## src/rtl/wsfd_pkg.sv

```systemverilog
package wsfd_pkg;

    // status codes reported on the last byte of a buffer
    localparam logic [1:0] ST_OK        = 2'd0;
    localparam logic [1:0] ST_TRUNCATED = 2'd1;
    localparam logic [1:0] ST_OVERRUN   = 2'd2;
    localparam logic [1:0] ST_BAD_OP    = 2'd3;

    // header field constants
    localparam logic [6:0] LEN_CODE_16 = 7'd126;
    localparam logic [6:0] LEN_CODE_64 = 7'd127;
    localparam logic [3:0] EXT_BYTES_16 = 4'd2;
    localparam logic [3:0] EXT_BYTES_64 = 4'd8;

    // opcodes accepted as ok
    localparam logic [3:0] OP_CONT  = 4'h0;
    localparam logic [3:0] OP_TEXT  = 4'h1;
    localparam logic [3:0] OP_BIN   = 4'h2;
    localparam logic [3:0] OP_CLOSE = 4'h8;
    localparam logic [3:0] OP_PING  = 4'h9;
    localparam logic [3:0] OP_PONG  = 4'hA;

    typedef struct packed {
        logic [7:0] in_byte;
        logic       buffer_start;
        logic       buffer_end;
    } wsfd_item_t;

    typedef struct packed {
        logic [7:0]  payload_byte;
        logic        is_payload;
        logic        header_done;
        logic        fin_bit;
        logic [3:0]  frame_opcode;
        logic        masked;
        logic [31:0] payload_length;
        logic        status_valid;
        logic [1:0]  status;
    } wsfd_result_t;

    function automatic logic opcode_known(input logic [3:0] op);
        return (op == OP_CONT) || (op == OP_TEXT) || (op == OP_BIN) ||
               (op == OP_CLOSE) || (op == OP_PING) || (op == OP_PONG);
    endfunction

endpackage

```

## src/rtl/websocket_frame_deframer_core.sv

```systemverilog
// channel | direction | handshake           | payload
// --------+-----------+---------------------+-----------------------------------------
// in      | input     | in_valid / in_ready | in_byte, buffer_start, buffer_end
// out     | output    | out_valid/out_ready | payload_byte ... status (one per byte)
//
// one item per cycle sustained while the output is not stalled; an accepted input item reaches the output
// through the input register, then header/unmask logic into the result register
// the 64-bit remaining-count decrement in the payload phase sets the cycle time
// rst_n clears valid flags and the parser state (phase back to first header byte)
// a stalled output holds its result while one more item waits in the input register
module websocket_frame_deframer_core
#(
    parameter int LENGTH_OUT_BITS = 32
)
(
    input  logic        clk,
    input  logic        rst_n,
    input  logic        in_valid,
    output logic        in_ready,
    input  logic [7:0]  in_byte,
    input  logic        buffer_start,
    input  logic        buffer_end,
    output logic        out_valid,
    input  logic        out_ready,
    output logic [7:0]  payload_byte,
    output logic        is_payload,
    output logic        header_done,
    output logic        fin_bit,
    output logic [3:0]  frame_opcode,
    output logic        masked,
    output logic [31:0] payload_length,
    output logic        status_valid,
    output logic [1:0]  status
);

    // length bits kept on the port, capped at the port width
    localparam int KEEP_BITS = (LENGTH_OUT_BITS < 32) ? LENGTH_OUT_BITS : 32;
    localparam logic [31:0] LEN_MASK = 32'((33'd1 << KEEP_BITS) - 33'd1);

    wsfd_pkg::wsfd_item_t   in_item;
    wsfd_pkg::wsfd_item_t   item;
    wsfd_pkg::wsfd_result_t parse_result;
    wsfd_pkg::wsfd_result_t load_result;
    wsfd_pkg::wsfd_result_t result;
    logic                   item_valid;
    logic                   can_load;
    logic                   fire;

    assign in_item.in_byte      = in_byte;
    assign in_item.buffer_start = buffer_start;
    assign in_item.buffer_end   = buffer_end;

    // input register
    wsfd_in_stage u_in_stage
    (
        .clk        (clk),
        .rst_n      (rst_n),
        .in_valid   (in_valid),
        .in_ready   (in_ready),
        .in_item    (in_item),
        .take       (can_load),
        .item_valid (item_valid),
        .item       (item)
    );

    // parser state advances only when the item moves into the result register
    assign fire = item_valid && can_load;

    wsfd_parser u_parser
    (
        .clk    (clk),
        .rst_n  (rst_n),
        .fire   (fire),
        .item   (item),
        .result (parse_result)
    );

    always_comb
    begin
        load_result                = parse_result;
        load_result.payload_length = parse_result.payload_length & LEN_MASK;
    end

    // result register
    wsfd_out_stage u_out_stage
    (
        .clk         (clk),
        .rst_n       (rst_n),
        .load_valid  (item_valid),
        .load_result (load_result),
        .can_load    (can_load),
        .out_valid   (out_valid),
        .out_ready   (out_ready),
        .result      (result)
    );

    assign payload_byte   = result.payload_byte;
    assign is_payload     = result.is_payload;
    assign header_done    = result.header_done;
    assign fin_bit        = result.fin_bit;
    assign frame_opcode   = result.frame_opcode;
    assign masked         = result.masked;
    assign payload_length = result.payload_length;
    assign status_valid   = result.status_valid;
    assign status         = result.status;

endmodule

```

## src/rtl/wsfd_in_stage.sv

```systemverilog
module wsfd_in_stage
(
    input  logic                clk,
    input  logic                rst_n,
    input  logic                in_valid,
    output logic                in_ready,
    input  wsfd_pkg::wsfd_item_t in_item,
    input  logic                take,
    output logic                item_valid,
    output wsfd_pkg::wsfd_item_t item
);

    logic                 valid_reg;
    logic                 valid_next;
    wsfd_pkg::wsfd_item_t item_reg;

    // stage frees up when empty or when its item moves on this cycle
    assign in_ready   = !valid_reg || take;
    assign valid_next = in_ready ? in_valid : valid_reg;

    always_ff @(posedge clk or negedge rst_n)
    begin
        if (!rst_n)
        begin
            valid_reg <= 1'b0;
        end
        else
        begin
            valid_reg <= valid_next;
        end
    end

    always_ff @(posedge clk)
    begin
        if (in_ready && in_valid)
        begin
            item_reg <= in_item;
        end
    end

    assign item_valid = valid_reg;
    assign item       = item_reg;

endmodule

```

## src/rtl/wsfd_parser.sv

```systemverilog
module wsfd_parser
(
    input  logic                  clk,
    input  logic                  rst_n,
    input  logic                  fire,
    input  wsfd_pkg::wsfd_item_t  item,
    output wsfd_pkg::wsfd_result_t result
);

    typedef enum logic [2:0] {
        PH_HDR0 = 3'd0,
        PH_HDR1 = 3'd1,
        PH_EXT  = 3'd2,
        PH_KEY  = 3'd3,
        PH_PAY  = 3'd4,
        PH_DONE = 3'd5
    } phase_t;

    phase_t      phase_reg,      phase_next, phase_cur;
    logic [3:0]  ext_count_reg,  ext_count_next;
    logic        fin_reg,        fin_next;
    logic [3:0]  opcode_reg,     opcode_next;
    logic        mask_reg,       mask_next;
    logic [63:0] length_reg,     length_next;
    logic [31:0] mask_key_reg,   mask_key_next;
    logic [1:0]  key_index_reg,  key_index_next;
    logic [63:0] remaining_reg,  remaining_next;

    logic [7:0]  b;
    logic [1:0]  key_sel;
    logic [7:0]  key_byte;
    logic [3:0]  ext_dec;
    logic [1:0]  key_inc;
    logic        before_hdr;
    logic        after_hdr;
    logic        still_hdr;

    assign b = item.in_byte;

    always_comb
    begin
        phase_cur      = item.buffer_start ? PH_HDR0 : phase_reg;
        phase_next     = phase_cur;
        ext_count_next = ext_count_reg;
        fin_next       = fin_reg;
        opcode_next    = opcode_reg;
        mask_next      = mask_reg;
        length_next    = length_reg;
        mask_key_next  = mask_key_reg;
        key_index_next = key_index_reg;
        remaining_next = remaining_reg;
        key_sel        = 2'd3 - key_index_reg;
        key_byte       = mask_reg ? mask_key_reg[{key_sel, 3'b000} +: 8] : 8'd0;
        ext_dec        = ext_count_reg - 4'd1;
        key_inc        = key_index_reg + 2'd1;
        result         = '0;

        case (phase_cur)
            PH_HDR0:
            begin
                fin_next       = b[7];
                opcode_next    = b[3:0];
                mask_next      = 1'b0;
                length_next    = '0;
                mask_key_next  = '0;
                key_index_next = 2'd0;
                remaining_next = '0;
                ext_count_next = 4'd0;
                phase_next     = PH_HDR1;
            end
            PH_HDR1:
            begin
                mask_next = b[7];
                if (b[6:0] == wsfd_pkg::LEN_CODE_16)
                begin
                    length_next    = '0;
                    ext_count_next = wsfd_pkg::EXT_BYTES_16;
                    phase_next     = PH_EXT;
                end
                else if (b[6:0] == wsfd_pkg::LEN_CODE_64)
                begin
                    length_next    = '0;
                    ext_count_next = wsfd_pkg::EXT_BYTES_64;
                    phase_next     = PH_EXT;
                end
                else
                begin
                    length_next    = {57'd0, b[6:0]};
                    key_index_next = 2'd0;
                    if (b[7])
                    begin
                        phase_next = PH_KEY;
                    end
                    else
                    begin
                        remaining_next = {57'd0, b[6:0]};
                        phase_next     = (b[6:0] != 7'd0) ? PH_PAY : PH_DONE;
                    end
                end
            end
            PH_EXT:
            begin
                length_next    = {length_reg[55:0], b};
                ext_count_next = ext_dec;
                if (ext_dec == 4'd0)
                begin
                    key_index_next = 2'd0;
                    if (mask_reg)
                    begin
                        phase_next = PH_KEY;
                    end
                    else
                    begin
                        remaining_next = {length_reg[55:0], b};
                        phase_next     = ({length_reg[55:0], b} != 64'd0) ? PH_PAY : PH_DONE;
                    end
                end
            end
            PH_KEY:
            begin
                mask_key_next  = {mask_key_reg[23:0], b};
                key_index_next = key_inc;
                if (key_inc == 2'd0)
                begin
                    remaining_next = length_reg;
                    phase_next     = (length_reg != 64'd0) ? PH_PAY : PH_DONE;
                end
            end
            PH_PAY:
            begin
                result.payload_byte = b ^ key_byte;
                result.is_payload   = 1'b1;
                key_index_next      = key_inc;
                remaining_next      = remaining_reg - 64'd1;
                if (remaining_reg == 64'd1)
                begin
                    phase_next = PH_DONE;
                end
            end
            default:
            begin
                // trailing bytes and unused codes: nothing changes
                phase_next = phase_cur;
            end
        endcase

        before_hdr = (phase_cur == PH_HDR0) || (phase_cur == PH_HDR1) ||
                     (phase_cur == PH_EXT)  || (phase_cur == PH_KEY);
        after_hdr  = (phase_next == PH_PAY) || (phase_next == PH_DONE);
        still_hdr  = (phase_next == PH_HDR0) || (phase_next == PH_HDR1) ||
                     (phase_next == PH_EXT)  || (phase_next == PH_KEY);

        result.header_done    = before_hdr && after_hdr;
        result.fin_bit        = fin_next;
        result.frame_opcode   = opcode_next;
        result.masked         = mask_next;
        result.payload_length = length_next[31:0];

        if (item.buffer_end)
        begin
            result.status_valid = 1'b1;
            if (still_hdr)
            begin
                result.status = wsfd_pkg::ST_TRUNCATED;
            end
            else if (phase_next == PH_PAY)
            begin
                result.status = wsfd_pkg::ST_OVERRUN;
            end
            else if (!wsfd_pkg::opcode_known(opcode_next))
            begin
                result.status = wsfd_pkg::ST_BAD_OP;
            end
            else
            begin
                result.status = wsfd_pkg::ST_OK;
            end
            phase_next = PH_HDR0;
        end
    end

    always_ff @(posedge clk or negedge rst_n)
    begin
        if (!rst_n)
        begin
            phase_reg     <= PH_HDR0;
            ext_count_reg <= 4'd0;
            fin_reg       <= 1'b0;
            opcode_reg    <= 4'd0;
            mask_reg      <= 1'b0;
            length_reg    <= '0;
            mask_key_reg  <= '0;
            key_index_reg <= 2'd0;
            remaining_reg <= '0;
        end
        else if (fire)
        begin
            phase_reg     <= phase_next;
            ext_count_reg <= ext_count_next;
            fin_reg       <= fin_next;
            opcode_reg    <= opcode_next;
            mask_reg      <= mask_next;
            length_reg    <= length_next;
            mask_key_reg  <= mask_key_next;
            key_index_reg <= key_index_next;
            remaining_reg <= remaining_next;
        end
    end

endmodule

```

## src/rtl/wsfd_out_stage.sv

```systemverilog
module wsfd_out_stage
(
    input  logic                   clk,
    input  logic                   rst_n,
    input  logic                   load_valid,
    input  wsfd_pkg::wsfd_result_t load_result,
    output logic                   can_load,
    output logic                   out_valid,
    input  logic                   out_ready,
    output wsfd_pkg::wsfd_result_t result
);

    logic                   valid_reg;
    logic                   valid_next;
    wsfd_pkg::wsfd_result_t result_reg;

    // register takes a new item when empty or being drained
    assign can_load   = !valid_reg || out_ready;
    assign valid_next = can_load ? load_valid : valid_reg;

    always_ff @(posedge clk or negedge rst_n)
    begin
        if (!rst_n)
        begin
            valid_reg <= 1'b0;
        end
        else
        begin
            valid_reg <= valid_next;
        end
    end

    always_ff @(posedge clk)
    begin
        if (can_load && load_valid)
        begin
            result_reg <= load_result;
        end
    end

    assign out_valid = valid_reg;
    assign result    = result_reg;

endmodule

```

## config.mk

```make
export PLATFORM = sky130hd
export DESIGN_NAME = websocket_frame_deframer_core
export DESIGN_NICKNAME = d
export VERILOG_FILES = /design/src/rtl/wsfd_pkg.sv /design/src/rtl/websocket_frame_deframer_core.sv /design/src/rtl/wsfd_in_stage.sv /design/src/rtl/wsfd_parser.sv /design/src/rtl/wsfd_out_stage.sv
export SDC_FILE = /design/constraint.sdc
export NUM_CORES = 1
export LEC_CHECK = 0
export BUFFER_PORTS_ARGS = -buffer_cell sky130_fd_sc_hd__clkbuf_2
export CORE_AREA = 2 2 136 270
export CTS_BUF_LIST = sky130_fd_sc_hd__clkbuf_8
export DETAILED_ROUTE_END_ITERATION = 12
export DIE_AREA = 0 0 138 272
export GPL_TIMING_DRIVEN = 0
export PLACE_DENSITY_LB_ADDON = 0.25
export SYNTH_ARGS = -nofsm -noshare
export SYNTH_HDL_FRONTEND = slang
export SYNTH_SLANG_ARGS = --single-unit
```

## constraint.sdc

```tcl
create_clock -name clk -period 2.9 [get_ports clk]
set_clock_uncertainty 0.05 [all_clocks]
set_input_delay 0.145 -clock clk [delete_from_list [all_inputs] [get_ports clk]]
set_output_delay 0.145 -clock clk [all_outputs]
set_load 0.005 [all_outputs]
```

-- Yosys cells after proc, flatten, opt, wreduce, memory -nomap -nowiden
Cells that the tools add are included.
- register bits after elaboration: 238
- bits of input ports: 14
- output and inout port bits: 53
- logic and storage cells: 134
- $add $sub $neg: 4
- equality and inequality tests: 24
- shifts and indexed selects: 1
- multiplexer cells: 40
- bitwise gates (word level): 2
- reductions and logical operators: 38
- operators by type and width (operator ; number):
    2-to-1 mux 64 bit ; 7
    one-hot mux 64 bit (5 select lines) ; 1
    one-hot mux 64 bit (3 select lines) ; 1
    nonzero test 64 bit ; 2
    == test 64 x 1 -> 1 bit, second input constant ; 1
    one-hot mux 32 bit (2 select lines) ; 1
    subtractor 64 x 1 -> 64 bit, second input constant ; 1
    variable part select 32 x 6 -> 8 bit ; 1
    2-to-1 mux 3 bit ; 10
    one-hot mux 3 bit (5 select lines) ; 1
    == test 7 bit, second input constant ; 2
    logical OR 1 bit ; 14
    == test 3 x 2 -> 1 bit, second input constant ; 4
    == test 4 bit, second input constant ; 3
    2-to-1 mux 2 bit ; 6
    2-to-1 mux 4 bit ; 3
    one-hot mux 4 bit (3 select lines) ; 1
    == test 3 bit, second input constant ; 3
    logical NOT 4 bit ; 2
    2-to-1 mux 8 bit ; 1
    != test 2 bit, second input constant ; 4
    one-hot mux 2 bit (4 select lines) ; 1
    AND reduction 8 bit ; 1
    XOR 8 bit ; 1
    25 further kinds ; 37

-- Longest topological paths before layout
- depth in word-level cells: 13
- depth in mapped cells: 11

-- Cells and area by module
Synthesis repeated with hierarchy kept, for this count alone.
- cells, all modules: 1239
- area, all modules: 12243.0 sq um
- by module, submodules not included (module ; times used ; cells an instance ; area each (sq um) ; sequential area each (sq um)):
    wsfd_parser ; 1 ; 1169 ; 10297.4 ; 4379.2
    wsfd_out_stage ; 1 ; 55 ; 1585.3 ; 1556.5
    wsfd_in_stage ; 1 ; 14 ; 354.1 ; 325.3
    websocket_frame_deframer_core ; 1 ; 1 ; 6.3 ; 0.0

-- Worst setup path before layout
No wires, ideal clock.
- kind: register to register
- start point: register u_out_stage.valid_reg, in the netlist u_out_stage.out_valid
- end point: register u_out_stage.result_reg (netlist bit u_out_stage.result[0]) (enable)
- setup time: 435 ps
- data arrival time: 2608 ps
- required time: 2415 ps
- path slack: -193 ps
- cell stages (with the launch flop): 6
- buffers on the path: 2
- path through: dfrtp_1 > nand2b_1 > nand2_1 > inv_1 > clkbuf_1 > buf_1
- word-level cells in the longest chain between the ends: 3
- ends and longest elaborated chain (item ; RTL line ; source):
    from (decl) ; wsfd_out_stage.sv:13 ; logic valid_reg;
    from (signal assigned) ; wsfd_out_stage.sv:29 ; valid_reg <= valid_next;
    logical NOT 1 bit ; wsfd_out_stage.sv:18 ; assign can_load = !valid_reg || out_ready;
    logical OR 1 bit ; wsfd_out_stage.sv:18 ;
    logical AND 1 bit ; n/a ;
    net fire ; websocket_frame_deframer_core.sv:47 ; logic fire;
    to (signal assigned) ; wsfd_out_stage.sv:37 ; result_reg <= load_result;
    to (decl) ; wsfd_out_stage.sv:15 ; wsfd_pkg::wsfd_result_t result_reg;
The timed path passes the listed nets, and every way through them passes these cells.
A chain may end at the register's enable or synchronous reset.

-- Final worst setup path
- start point: register u_parser.ext_count_reg[0]
- end point: register u_parser.remaining_reg[56]
- word-level cells in the longest chain between the ends: 4
- ends and longest elaborated chain (item ; RTL line ; source):
    from (decl) ; wsfd_parser.sv:20 ; logic [3:0] ext_count_reg, ext_count_next;
    from (signal assigned) ; wsfd_parser.sv:199 ; ext_count_reg <= ext_count_next;
    subtractor 4 x 1 -> 4 bit ; wsfd_parser.sv:54 ; ext_dec = ext_count_reg - 4'd1;
    logical NOT 4 bit ; wsfd_parser.sv:105 ; if (ext_dec == 4'd0)
    != test 2 x 1 -> 1 bit (no source line) ; n/a ;
    AND reduction 8 bit (no source line) ; n/a ;
    to (signal assigned) ; wsfd_parser.sv:206 ; remaining_reg <= remaining_next;
    to (decl) ; wsfd_parser.sv:27 ; logic [63:0] remaining_reg, remaining_next;
No other way between the ends.

==> qor.log <==
[setup_path] Reg-to-Reg End u_parser.remaining_reg[56]
[setup_path] reg-to-reg setup timing slack 0.10 ns
[clocking] Num Clock Sinks 238
[routing] total detailed-routing wirelength 47,600 um
[setup_path] reg-to-reg startpoint u_parser.ext_count_reg[0]
[global_routing] first-pass GRT wire length 71,800 um
[sta] Worst Hold Slack 0.136 ns
[sta] worst-case setup margin in the final layout 0.101 ns
[routing] mean number of vias per cell 6.11
[synthesis] top_reg_cell synth sky130_fd_sc_hd__dfrtp_1
[synthesis] mean area per synthesized cell 9.77 um^2
[cells_and_area] layout-stage area growth over the synthesis result 18.5%
[cells_and_area] nets@finish 1,358
[global_routing] via count of the first global-routing pass 11.6k
[floorplanning] die boundary height 272 um
[setup_path] kind of end point of the critical path flop
[sta] relative max-transition margin 0.336
[sta] Max Clk Rate 0.357 GHz
[floorplanning] area of the die 37,500 um^2
[synthesis] Mapped Nets 1,235
[setup_path] arrival time reported for the critical path endpoint 3.18 ns
[outcome] result of the run finished, final reports clean
[global_routing] sum of overflow across all layers after global routing 0
[sta] final setup fails 0
[power] IR drop worst, VDD 0.412 mV
[setup_path] worst r2r path cells 10
[cells_and_area] fin cells 1,818
[floorplanning] placeable core area 35,600 um^2
[setup_path] cell type of the slowest stage on the worst timing path sky130_fd_sc_hd__or3_4
[setup_path] CP required 3.28 ns
[synthesis] mapped cell area 11,900 um^2
[clocking] maximum number of buffers from clock root to sink 3
[global_routing] number of antenna violations at the first check in global routing 1
[placed_design] RD Place Congestion 0.991
[power] Power Dens Cells 617 nW/um^2
[clocking] CTS tree built
[sta] final critical-path required period 2.80 ns
[power] PnR Total Power 0.00868 W
[clocking] clock latency at the later pin of the worst-skew pair 0.58 ns
[setup_path] combined buffer and inverter count along the critical path 2
[floorplanning] DIE WIDTH 138 um
[synthesis] Syn Inst Count 1,216
[placed_design] post-DP HPWL 33,700 um
[routing] antenna-violating nets left 0
[floorplanning] standard-cell row count 98
[cells_and_area] post-layout utilization of the core 0.396
[synthesis] fraction of the yosys area taken by sequential cells 0.527
[synthesis] number of enable-type register cells in the synthesized netlist 61
[floorplanning] starting density of the core 0.334
[synthesis] count of yosys warnings during synthesis 0
[setup_path] kind of critical path flop to flop
[hold_path] worst hold path class input port to async pin
[synthesis] count of cell types in the netlist 72
[sta] post-route clock period utilization 0.965
[cells_and_area] share of post-route cells with drive strength above 1 0.166
[clocking] clock buffer count from CTS 37
[synthesis] post-synthesis register bit count 238
[clocking] master cell of the clock root buffer sky130_fd_sc_hd__clkbuf_8
[routing] total number of vias 11.1k
[floorplanning] boundary pin count 67
[routing] routed wirelength normalized by instance count 26.2 um
[global_routing] maximum number of pins on one net before global-route repair 102
[clocking] maximum level of the CTS H-tree 2
[setup_path] startpoint kind of the worst setup timing path flop
[routing] drt pass-1 iters 9
[routing] DRC marker count from the first detailed-route iteration 1,008
[sta] total count of hold-check failures in the final report 0
[setup_path] Cell Chain, Critical Path inv_1 -> ha_1 -> or2_1 -> o21ai_2 -> a31oi_4 -> o31a_1 -> or3_4 -> clkbuf_4 -> o21ai_1 -> o21ai_1
[power] Leak Pwr 5.75 nW
[sta] worst-margin pin slew 0.987 ns
[sta] Max Slew Vio Count 0
[setup_path] CP max FO 10
[routing] final routed DRC violation total 0
[setup_path] delay contributed by the slowest stage of the critical path 0.51 ns
[placed_design] Port-buffer cells 66
[global_routing] GRT Resource Usage Total 0.252
[placed_design] setup slack at placement -0.676 ns
[placed_design] placed cell count 1,734
[clocking] CTS clk-pin slew, worst paths 0.07 ns
[setup_path] category of cells accounting for the largest share of critical-path delay compound AO/OA/AOI/OAI gates
[synthesis] Async SR Flop Fraction 0.744
[setup_path] most used cell along the critical path sky130_fd_sc_hd__o21ai_1
[run] Max-cap violations 0
## where the power goes
part | leakage (nW) | switching [W] | total, W | internal [W]
Combinational | 2.24 | 0.00112 | 0.00163 | 0.000511
Sequential | 3.05 | 0.000142 | 0.00373 | 0.00359
Clock | 0.456 | 0.00144 | 0.00331 | 0.00187
## stage by stage
step	cell area (um^2)	setup TNS, ns
global route	14100	-0.0201
detailed placement	12800	-44.64
finish	14100	0
CTS	13900	0
global placement	12800	-420.13
floorplan	11900	0
## placed cells by master (no fill, tap or decap), drive strengths merged, types with 7 or more instances in the layout
cell / count
a21oi: 42
a221oi: 18
a222oi: 35
a22o: 33
a32o: 24
and2: 9
buf: 24
clkbuf: 178
clkinv: 10
dfrtp: 177
dlygate4sd3: 14
edfxtp: 61
inv: 20
mux2: 10
mux4: 8
nand2: 215
nand2b: 7
nand3: 13
nor2: 70
nor3: 47
nor4: 38
o21ai: 192
o2bb2ai: 12
or3: 10
or4: 8
xor2: 9
## routing by layer
| metal | wire length (um) | vias up | global-route usage |
|---|---|---|---|
| li1 | - | 4826 | - |
| met2 | 25300 | 568 | 0.468 |
| met4 | 4340 | 0 | 0.201 |
| met1 | 15100 | 5473 | 0.241 |
| met5 | 0 | - | 0 |
| met3 | 2950 | 244 | 0.0447 |
## layout make-up
cell class	count	area, um^2
Timing Repair Buffer	89	579
Tap cell	450	563
Clock inverter	25	268
Antenna cell	1	2.50
Inverter	13	48.8
Sequential cell	238	6260
Fill cell	3594	21500
Multi-Input combinational cell	875	5350
Clock buffer	42	578
Buffer	85	423
## cell usage after synthesis, types with 18 or more instances
cell,number,area (um^2)
sky130_fd_sc_hd__a222oi_1,35,350
sky130_fd_sc_hd__nor3_1,42,210
sky130_fd_sc_hd__o21ai_0,99,495
sky130_fd_sc_hd__nor2_1,69,259
sky130_fd_sc_hd__a22o_1,33,289
sky130_fd_sc_hd__a21oi_1,42,210
sky130_fd_sc_hd__a32o_1,24,240
sky130_fd_sc_hd__dfrtp_1,177,4430
sky130_fd_sc_hd__a221oi_1,18,158
sky130_fd_sc_hd__nand2_1,213,800
sky130_fd_sc_hd__edfxtp_1,61,1830
sky130_fd_sc_hd__nor4_1,35,219
sky130_fd_sc_hd__clkbuf_1,76,285
sky130_fd_sc_hd__o21ai_1,92,460
## logic make-up (layout without fill, tap and decap cells)
| logic type | Yosys count | after routing | share of synthesized area |
|---|---|---|---|
| AOI/OAI and AO/OA | 394 | 394 | 0.220 |
| xor gates and xnor gates | 10 | 10 | 0.00737 |
| adders and majority gates | 5 | 5 | 0.00527 |
| buffers and inverters | 103 | 254 | 0.0351 |
| DFF | 238 | 238 | 0.527 |
| muxes | 19 | 19 | 0.0255 |
| other | 0 | 1 | 0 |
| and+or+nand+nor | 447 | 447 | 0.180 |
## how the worst max path moves through the flow
stage / startpoint / end / slack, ns / cells past startpoint
finish: u_parser.ext_count_reg[0] / u_parser.remaining_reg[56] / 0.10 / 10
global route: u_parser.remaining_reg[25] / u_parser.remaining_reg[59] / -0.01 / 8
CTS: u_parser.ext_count_reg[0] / u_parser.remaining_reg[60] / 0.001 / 10
detailed placement: u_parser.ext_count_reg[0] / u_parser.remaining_reg[8] / -0.68 / 10
global placement: rst_n / u_parser.length_reg[23] / -2.02 / 1
floorplan: u_parser.ext_count_reg[0] / u_parser.remaining_reg[13] / 0.36 / 11
## timing repair
action,in CTS,in global routing
hold buffers,14,0
resized for setup,35,52
endpoints found under the hold margin,88,0
setup endpoints to repair,127,138
pin swaps,2,6
buffers inserted,2,5
cloned,0,0
(Power assumes the default switching activity.)
